<file path="config.mk">
export PLATFORM = sky130hd
export DESIGN_NAME = parity_gated_ring_buffer
export DESIGN_NICKNAME = d
export VERILOG_FILES = /design/src/pgrb_pkg.sv /design/src/parity_gated_ring_buffer.sv /design/src/pgrb_front.sv /design/src/pgrb_back.sv
export VERILOG_INCLUDE_DIRS = /design/src /design/src/src
export SDC_FILE = /design/constraint.sdc
export NUM_CORES = 1
export LEC_CHECK = 0
export BUFFER_PORTS_ARGS = -buffer_cell sky130_fd_sc_hd__buf_2
export CELL_PAD_IN_SITES_DETAIL_PLACEMENT = 1
export CELL_PAD_IN_SITES_GLOBAL_PLACEMENT = 1
export CORE_ASPECT_RATIO = 1.4
export CORE_MARGIN = 2
export CORE_UTILIZATION = 48
export CTS_CLUSTER_DIAMETER = 30
export DETAILED_ROUTE_END_ITERATION = 8
export GPL_ROUTABILITY_DRIVEN = 0
export GPL_TIMING_DRIVEN = 0
export PLACE_DENSITY = 0.73
export SLEW_MARGIN = 10
export SYNTH_ARGS = -nofsm -noshare
export SYNTH_HDL_FRONTEND = slang
export SYNTH_HIERARCHICAL = 1
export SYNTH_SLANG_ARGS = --single-unit
export TNS_END_PERCENT = 10
</file>
<file path="constraint.sdc">
create_clock -name clk_i -period 4.2 [get_ports clk_i]
set_clock_uncertainty 0.15 [all_clocks]
set_input_delay 0.84 -clock clk_i [delete_from_list [all_inputs] [get_ports clk_i]]
set_output_delay 0.84 -clock clk_i [all_outputs]
set_load 0.1 [all_outputs]
</file>
<file path="src/parity_gated_ring_buffer_macros.svh">
// assertion helpers, sampled on clk_i and quiet while rst_ni is low
`ifndef PARITY_GATED_RING_BUFFER_MACROS_SVH
`define PARITY_GATED_RING_BUFFER_MACROS_SVH

// same-cycle implication
`define PGRB_ASSERT_IMP(lbl, ante, cons, msg) \
  lbl: assert property (@(posedge clk_i) disable iff (!rst_ni) (ante) |-> (cons)) \
    else $error(msg);

// next-cycle implication
`define PGRB_ASSERT_NXT(lbl, ante, cons, msg) \
  lbl: assert property (@(posedge clk_i) disable iff (!rst_ni) (ante) |=> (cons)) \
    else $error(msg);

`endif

</file>
<file path="src/pgrb_pkg.sv">
`timescale 1ns / 1ps
`default_nettype none
package pgrb_pkg;

  localparam int DEPTH  = 8;
  localparam int PTR_W  = (DEPTH > 1) ? $clog2(DEPTH) : 1;
  localparam int FILL_W = $clog2(DEPTH + 1);
  localparam int MIN_W  = 3;
  localparam int CMP_W  = (FILL_W > MIN_W) ? FILL_W : MIN_W;

  localparam logic [MIN_W-1:0] MIN_FILL_RESET = 3'd3;

  typedef enum logic [1:0] {
    OP_PUT      = 2'd0,
    OP_GET_EVEN = 2'd1,
    OP_GET_ODD  = 2'd2
  } opcode_e;

  typedef enum logic [2:0] {
    KIND_EVEN   = 3'd0,
    KIND_ODD    = 3'd1,
    KIND_PARKED = 3'd2,
    KIND_FULL   = 3'd3,
    KIND_ACCEPT = 3'd4,
    KIND_DUP    = 3'd5
  } kind_e;

  typedef struct packed {
    opcode_e            op;
    logic signed [31:0] word;
  } cmd_t;

  typedef struct packed {
    logic [FILL_W-1:0] fill;
    logic              even_pending;
    logic              odd_pending;
  } stat_t;

endpackage
`default_nettype wire

</file>
<file path="src/parity_gated_ring_buffer.sv">
// Ring FIFO of signed words shared by an even and an odd consumer class.
// Input stream: tuser carries the opcode (put, get even, get odd), tdata the
// word to append. Output stream: tuser carries the result kind, tdata the
// delivered word (zero for non-deliveries), tlast marks the final result of
// an item. Each item gives one to three results; opcode 3 gives none.
// min_fill is written through cfg_we_i / cfg_wdata_i; the user must write it
// only while the block is idle, which the block itself does not enforce. A
// two-entry command queue in the front feeds the sequencer, so items keep
// being taken while results wait on the output register. The first result of
// an item passes the command queue, the held result register and the output
// register. The sequencer executes an item in its idle state, then decides
// release and tlast in one check step per result before taking a new item.
// Reset empties the buffer, clears both pending gets and sets min_fill to 3.
// When the receiver holds tready low, the result in the output register holds,
// the sequencer waits, and input is taken until the command queue is full.
`timescale 1ns / 1ps
`default_nettype none
`include "parity_gated_ring_buffer_macros.svh"
module parity_gated_ring_buffer import pgrb_pkg::*; (
  input  wire logic               clk_i,
  input  wire logic               rst_ni,
  input  wire logic               cfg_we_i,
  input  wire logic [MIN_W-1:0]   cfg_wdata_i,
  input  wire logic               s_axis_tvalid,
  output logic                    s_axis_tready,
  input  wire logic signed [31:0] s_axis_tdata,   // word_in
  input  wire logic [1:0]         s_axis_tuser,   // opcode
  output logic                    m_axis_tvalid,
  input  wire logic               m_axis_tready,
  output logic signed [31:0]      m_axis_tdata,   // word_out
  output logic [2:0]              m_axis_tuser,   // kind
  output logic                    m_axis_tlast
);

  logic  cmd_valid, cmd_ready;
  cmd_t  cmd;
  stat_t stat;

  pgrb_front u_front (
    .clk_i         (clk_i),
    .rst_ni        (rst_ni),
    .s_axis_tvalid (s_axis_tvalid),
    .s_axis_tready (s_axis_tready),
    .s_axis_tdata  (s_axis_tdata),
    .s_axis_tuser  (s_axis_tuser),
    .cmd_valid_o   (cmd_valid),
    .cmd_ready_i   (cmd_ready),
    .cmd_o         (cmd)
  );

  pgrb_back u_back (
    .clk_i         (clk_i),
    .rst_ni        (rst_ni),
    .cfg_we_i      (cfg_we_i),
    .cfg_wdata_i   (cfg_wdata_i),
    .cmd_valid_i   (cmd_valid),
    .cmd_ready_o   (cmd_ready),
    .cmd_i         (cmd),
    .m_axis_tvalid (m_axis_tvalid),
    .m_axis_tready (m_axis_tready),
    .m_axis_tdata  (m_axis_tdata),
    .m_axis_tuser  (m_axis_tuser),
    .m_axis_tlast  (m_axis_tlast),
    .stat_o        (stat)
  );

  // delivered word parity must match its class
  `PGRB_ASSERT_IMP(a_parity,
    m_axis_tvalid && (m_axis_tuser == KIND_EVEN || m_axis_tuser == KIND_ODD),
    m_axis_tdata[0] == m_axis_tuser[0], "delivery parity mismatch")
  // non-deliveries carry a zero word
  `PGRB_ASSERT_IMP(a_zero_word,
    m_axis_tvalid && m_axis_tuser != KIND_EVEN && m_axis_tuser != KIND_ODD,
    m_axis_tdata == '0, "non-delivery word not zero")
  // fill moves by at most one entry per cycle and never passes the depth
  `PGRB_ASSERT_NXT(a_fill_step, 1'b1,
    (stat.fill == $past(stat.fill)) || (stat.fill == $past(stat.fill) + 1'b1) ||
    (stat.fill == $past(stat.fill) - 1'b1), "fill jumped")
  `PGRB_ASSERT_IMP(a_fill_max, 1'b1, stat.fill <= FILL_W'(DEPTH), "fill beyond depth")

endmodule
`default_nettype wire

</file>
<file path="src/pgrb_front.sv">
`timescale 1ns / 1ps
`default_nettype none
module pgrb_front import pgrb_pkg::*; (
  input  wire logic               clk_i,
  input  wire logic               rst_ni,
  input  wire logic               s_axis_tvalid,
  output logic                    s_axis_tready,
  input  wire logic signed [31:0] s_axis_tdata,   // word_in
  input  wire logic [1:0]         s_axis_tuser,   // opcode
  output logic                    cmd_valid_o,
  input  wire logic               cmd_ready_i,
  output cmd_t                    cmd_o
);

  cmd_t       q_q [2];
  logic       wp_q, wp_d, rp_q, rp_d;
  logic [1:0] cnt_q, cnt_d;
  logic       op_ok, push, pop;

  // unused opcode is taken and dropped here
  assign op_ok = (s_axis_tuser == OP_PUT) || (s_axis_tuser == OP_GET_EVEN) ||
                 (s_axis_tuser == OP_GET_ODD);

  assign s_axis_tready = (cnt_q != 2'd2);
  assign push          = s_axis_tvalid && s_axis_tready && op_ok;
  assign cmd_valid_o   = (cnt_q != 2'd0);
  assign pop           = cmd_ready_i && cmd_valid_o;
  assign cmd_o         = q_q[rp_q];

  always_comb begin
    wp_d  = push ? ~wp_q : wp_q;
    rp_d  = pop ? ~rp_q : rp_q;
    cnt_d = cnt_q + {1'b0, push} - {1'b0, pop};
  end

  always_ff @(posedge clk_i or negedge rst_ni) begin
    if (!rst_ni) begin
      wp_q  <= 1'b0;
      rp_q  <= 1'b0;
      cnt_q <= 2'd0;
    end else begin
      wp_q  <= wp_d;
      rp_q  <= rp_d;
      cnt_q <= cnt_d;
    end
  end

  always_ff @(posedge clk_i) begin
    if (push) begin
      q_q[wp_q] <= '{op: opcode_e'(s_axis_tuser), word: s_axis_tdata};
    end
  end

endmodule
`default_nettype wire

</file>
<file path="src/pgrb_back.sv">
`timescale 1ns / 1ps
`default_nettype none
module pgrb_back import pgrb_pkg::*; (
  input  wire logic               clk_i,
  input  wire logic               rst_ni,
  input  wire logic               cfg_we_i,
  input  wire logic [MIN_W-1:0]   cfg_wdata_i,
  input  wire logic               cmd_valid_i,
  output logic                    cmd_ready_o,
  input  wire cmd_t               cmd_i,
  output logic                    m_axis_tvalid,
  input  wire logic               m_axis_tready,
  output logic signed [31:0]      m_axis_tdata,   // word_out
  output logic [2:0]              m_axis_tuser,   // kind
  output logic                    m_axis_tlast,
  output stat_t                   stat_o
);

  typedef enum logic [1:0] {
    ST_IDLE  = 2'b01,
    ST_CHECK = 2'b10
  } state_e;

  state_e             state_q, state_d;
  logic [PTR_W-1:0]   rd_q, rd_d, wr_q, wr_d, rd_inc, wr_inc;
  logic [FILL_W-1:0]  fill_q, fill_d;
  logic               ep_q, ep_d, op_q, op_d;
  logic [1:0]         cnt_q, cnt_d;
  kind_e              h_kind_q, h_kind_d;
  logic signed [31:0] h_word_q, h_word_d;
  logic [MIN_W-1:0]   min_q, min_d;
  logic signed [31:0] slots_q [DEPTH];
  logic               slot_we;
  logic               out_valid_q, out_valid_d, out_last_q, out_last_d;
  kind_e              out_kind_q, out_kind_d;
  logic signed [31:0] out_word_q, out_word_d;
  logic signed [31:0] head;
  logic               head_odd, avail, oready, rel, want_odd, pend;

  assign head     = slots_q[rd_q];
  assign head_odd = head[0];
  assign avail    = (CMP_W'(fill_q) > CMP_W'(min_q)) && (fill_q != '0);
  assign rd_inc   = (rd_q == PTR_W'(DEPTH - 1)) ? '0 : rd_q + 1'b1;
  assign wr_inc   = (wr_q == PTR_W'(DEPTH - 1)) ? '0 : wr_q + 1'b1;
  assign oready   = !out_valid_q || m_axis_tready;
  assign want_odd = (cmd_i.op == OP_GET_ODD);
  assign pend     = want_odd ? op_q : ep_q;
  assign rel      = (cnt_q != 2'd2) && avail && (head_odd ? op_q : ep_q);

  always_comb begin
    state_d     = state_q;
    rd_d        = rd_q;
    wr_d        = wr_q;
    fill_d      = fill_q;
    ep_d        = ep_q;
    op_d        = op_q;
    cnt_d       = cnt_q;
    h_kind_d    = h_kind_q;
    h_word_d    = h_word_q;
    min_d       = cfg_we_i ? cfg_wdata_i : min_q;
    slot_we     = 1'b0;
    cmd_ready_o = 1'b0;
    out_valid_d = out_valid_q && !m_axis_tready;
    out_kind_d  = out_kind_q;
    out_word_d  = out_word_q;
    out_last_d  = out_last_q;
    unique case (state_q)
      ST_IDLE: begin
        cmd_ready_o = 1'b1;
        if (cmd_valid_i) begin
          state_d  = ST_CHECK;
          h_word_d = '0;
          cnt_d    = 2'd0;
          unique case (cmd_i.op)
            OP_PUT: begin
              if (fill_q == FILL_W'(DEPTH)) begin
                h_kind_d = KIND_FULL;
                cnt_d    = 2'd2;
              end else begin
                slot_we  = 1'b1;
                wr_d     = wr_inc;
                fill_d   = fill_q + 1'b1;
                h_kind_d = KIND_ACCEPT;
              end
            end
            OP_GET_EVEN, OP_GET_ODD: begin
              if (pend) begin
                h_kind_d = KIND_DUP;
                cnt_d    = 2'd2;
              end else if (avail && (head_odd == want_odd)) begin
                h_kind_d = want_odd ? KIND_ODD : KIND_EVEN;
                h_word_d = head;
                rd_d     = rd_inc;
                fill_d   = fill_q - 1'b1;
              end else begin
                if (want_odd) op_d = 1'b1;
                else          ep_d = 1'b1;
                h_kind_d = KIND_PARKED;
              end
            end
            default: ;
          endcase
        end
      end
      ST_CHECK: begin
        if (oready) begin
          out_valid_d = 1'b1;
          out_kind_d  = h_kind_q;
          out_word_d  = h_word_q;
          out_last_d  = !rel;
          if (rel) begin
            if (head_odd) op_d = 1'b0;
            else          ep_d = 1'b0;
            h_kind_d = head_odd ? KIND_ODD : KIND_EVEN;
            h_word_d = head;
            rd_d     = rd_inc;
            fill_d   = fill_q - 1'b1;
            cnt_d    = cnt_q + 1'b1;
          end else begin
            state_d = ST_IDLE;
          end
        end
      end
      default: state_d = ST_IDLE;
    endcase
  end

  always_ff @(posedge clk_i or negedge rst_ni) begin
    if (!rst_ni) begin
      state_q     <= ST_IDLE;
      rd_q        <= '0;
      wr_q        <= '0;
      fill_q      <= '0;
      ep_q        <= 1'b0;
      op_q        <= 1'b0;
      cnt_q       <= 2'd0;
      min_q       <= MIN_FILL_RESET;
      out_valid_q <= 1'b0;
    end else begin
      state_q     <= state_d;
      rd_q        <= rd_d;
      wr_q        <= wr_d;
      fill_q      <= fill_d;
      ep_q        <= ep_d;
      op_q        <= op_d;
      cnt_q       <= cnt_d;
      min_q       <= min_d;
      out_valid_q <= out_valid_d;
    end
  end

  always_ff @(posedge clk_i) begin
    h_kind_q   <= h_kind_d;
    h_word_q   <= h_word_d;
    out_kind_q <= out_kind_d;
    out_word_q <= out_word_d;
    out_last_q <= out_last_d;
    if (slot_we) begin
      slots_q[wr_q] <= cmd_i.word;
    end
  end

  assign m_axis_tvalid = out_valid_q;
  assign m_axis_tdata  = out_word_q;
  assign m_axis_tuser  = out_kind_q;
  assign m_axis_tlast  = out_last_q;
  assign stat_o        = '{fill: fill_q, even_pending: ep_q, odd_pending: op_q};

endmodule
`default_nettype wire
</file>
==> results.md <==
* Crit path max fanout at 12
* Slowest stage delay, CP at 0.86 ns
* Maximum VDD drop at 0.000494 V
* CP arrival at 3.99 ns
* GR Overflow Total at 0
* Final Non-Filler Cells at 1,395
* Area Growth Syn to Fin at 19.4%
* Clk buf depth at 3
* Detailed Place HPWL at 21.1 mm
* Post-route ant nets at 0
* Max H-tree Level at 2
* Worst-Skew Late Latency at 0.56 ns
* P_int at 0.00987 W
* DR WL/cell at 23.5 um
* Critical R2R Capture: u_back/h_word_q[12]$_DFFE_PP_
* Starting density of the core at 48.9%
* Min Hold Slack at 0.133 ns
* Setup ws final at 0.315 ns
* DR vias at 7,666
* Synthesized area at 0.0159 sq mm
* Crit-path leading delay family: multiplexers
* DRT Wirelength at 32.8 mm
* Fmax at 257 MHz
* Most frequent cells in the layout: edfxtp_1, buf_2, mux4_2, clkbuf_16, nor2_1
* Commonest non-fill, non-tap cell in the layout: edfxtp_1
* Io pins at 80
* Switching share of power at 33.1%
* Setup slack at placement at 0.355 ns
* Via density at 5.50
* CTS tree: yes
* Clk root buf: clkbuf_16
* Worst slew margin at 26.7%
* Synth Area per Inst at 21.0 sq um
* PwrDens at 775 mW/mm^2
* Fillers at 2,885
* Post-Syn Nets at 817
* Largest net degree at the start of global routing at 35
* Number of global-route vias before repair at 8,487
* Global-route wire length before repair at 50.6 mm
* Post-Syn Instances at 759
* Die W at 158 um
* Core area at 0.0326 sq mm
* Die ar. at 0.0347 sq mm
* Startpoint Class: flop
* Share of cells above drive strength 1 at 33.6%
* Sequential fraction of design power at 40.1%
* Pleak at 6.51 nW
* Initial DRC count at 487
* Logic gate share of total power at 29.7%
* Crit path capture type: flop
* CP max stage cell: o41ai_4
* CP Cell Sequence: clkbuf_1 > mux4_2 > mux2i_4 > mux2i_1 > o41ai_4 > buf_8 > buf_8 > buf_6
* RSZ-0062 raised after global routing: no
* Initial antenna violation count at 0
* CTS resizes at 0
* IO Port Bufs at 79
* FP Rows at 78
* Vert. Die Dim at 220 um
* Residual DRC at 0
* R2R Path Start: u_back/rd_q[2]$_DFFE_PN0P_
* CP most frequent cell: buf_8
* Crit share post-route at 92.5%
* Clock sinks at 419
* Worst path required time at 4.31 ns
* Final Hold Fails at 0
* Num CTS Buffers at 54
* Final setup fails at 0
* Clock power frac at 30.2%
* Layout Nets at 969
* Worst path bufs/invs at 4
* Final count of pins violating max slew at 0
* Psw at 0.00488 W
* Antenna diode count at 0
* Cell depth of the worst setup path at 8
* Status: complete, no violations
* Max_cap viols at 0
* Hold buffer count at CTS at 0
* HP Class: input port to asynchronous set/reset pin
* Setup TNS at 0 ns
* Cell depth of the worst flop-to-flop path at 8
* Clk slew on worst S/H paths at 0.06 ns
* Gr usage total at 20.0%
* Post-CTS Setup Bufs at 0
* Crit Path Category: flop to flop
* Placed Instances at 1,295
* Pin slew with the least headroom to its limit at 1.10 ns
* Reg2reg setup slack at 0.32 ns
* 1st-pass router iterations at 5
* Fin crit period at 3.88 ns
* Ys Warns at 6
## sequential cells by signal, indices dropped and copies added, names as in the netlist
name / count
u_back/slots_q: 256
u_front/q_q: 68
u_back/h_word_q: 32
u_back/m_axis_tdata: 32
u_back/fill_q: 4
u_back/h_kind_q: 3
u_back/m_axis_tuser: 3
u_back/min_q: 3
u_back/rd_q: 3
u_back/wr_q: 3
u_back/cnt_q: 2
u_back/state_q: 2
u_front/cnt_q: 2
u_back/ep_q: 1
u_back/m_axis_tlast: 1
u_back/m_axis_tvalid: 1
u_back/op_q: 1
u_front/rp_q: 1
u_front/wp_q: 1
## through the flow
| stage | area, sq um | total power (W) | utilization [%] |
|---|---|---|---|
| after global placement | 16900 | 0.0101 | 51.8 |
| after CTS | 19000 | 0.0149 | 58.4 |
| final | 19000 | 0.0147 | 58.4 |
| after detailed placement | 17200 | 0.0104 | 52.9 |
| after global routing | 19000 | 0.0154 | 58.4 |
| after floorplan | 15900 | 0.00910 | - |
## how the worst max path moves through the flow
stage	start	slack, ns	to
after floorplan	u_front/rp_q$_DFFE_PN0P_	-0.23	u_back/slots_q[1][0]$_DFFE_PP_
after global placement	u_front/rp_q$_DFFE_PN0P_	-3.04	u_back/slots_q[1][11]$_DFFE_PP_
after detailed placement	u_front/rp_q$_DFFE_PN0P_	0.36	u_back/h_word_q[6]$_DFFE_PP_
after CTS	u_back/rd_q[2]$_DFFE_PN0P_	0.26	u_back/h_word_q[12]$_DFFE_PP_
after global routing	u_front/rp_q$_DFFE_PN0P_	0.13	u_back/h_word_q[6]$_DFFE_PP_
final	u_back/rd_q[2]$_DFFE_PN0P_	0.32	u_back/h_word_q[12]$_DFFE_PP_
## per-layer routing
layer	routed length (um)	vias up	track usage, %
met5	0	-	0
met4	1160	0	7.75
met3	1460	69	3.17
met2	17300	225	35.3
met1	12900	4000	24.6
li1	-	3372	-
## power by group through the flow
stage	Clock (W)	Sequential, W	Combinational, W
after global placement	0	0.00600	0.00413
final	0.00446	0.00591	0.00438
after global routing	0.00470	0.00598	0.00472
after detailed placement	0	0.00600	0.00442
after CTS	0.00455	0.00592	0.00445
after floorplan	0	0.00654	0.00256
## cell type report
cell class | instances | area (sq um) | area share (%)
clock buffer | 55 | 1360 | 7.12
tap | 440 | 551 | 2.89
multi-input combinational | 300 | 3360 | 17.7
buffer | 27 | 128 | 0.671
timing repair buffer | 96 | 676 | 3.55
clock inverter | 45 | 437 | 2.30
sequential | 419 | 12500 | 65.5
inverter | 13 | 48.8 | 0.257
No activity file was read; power rests on OpenSTA's default activity.
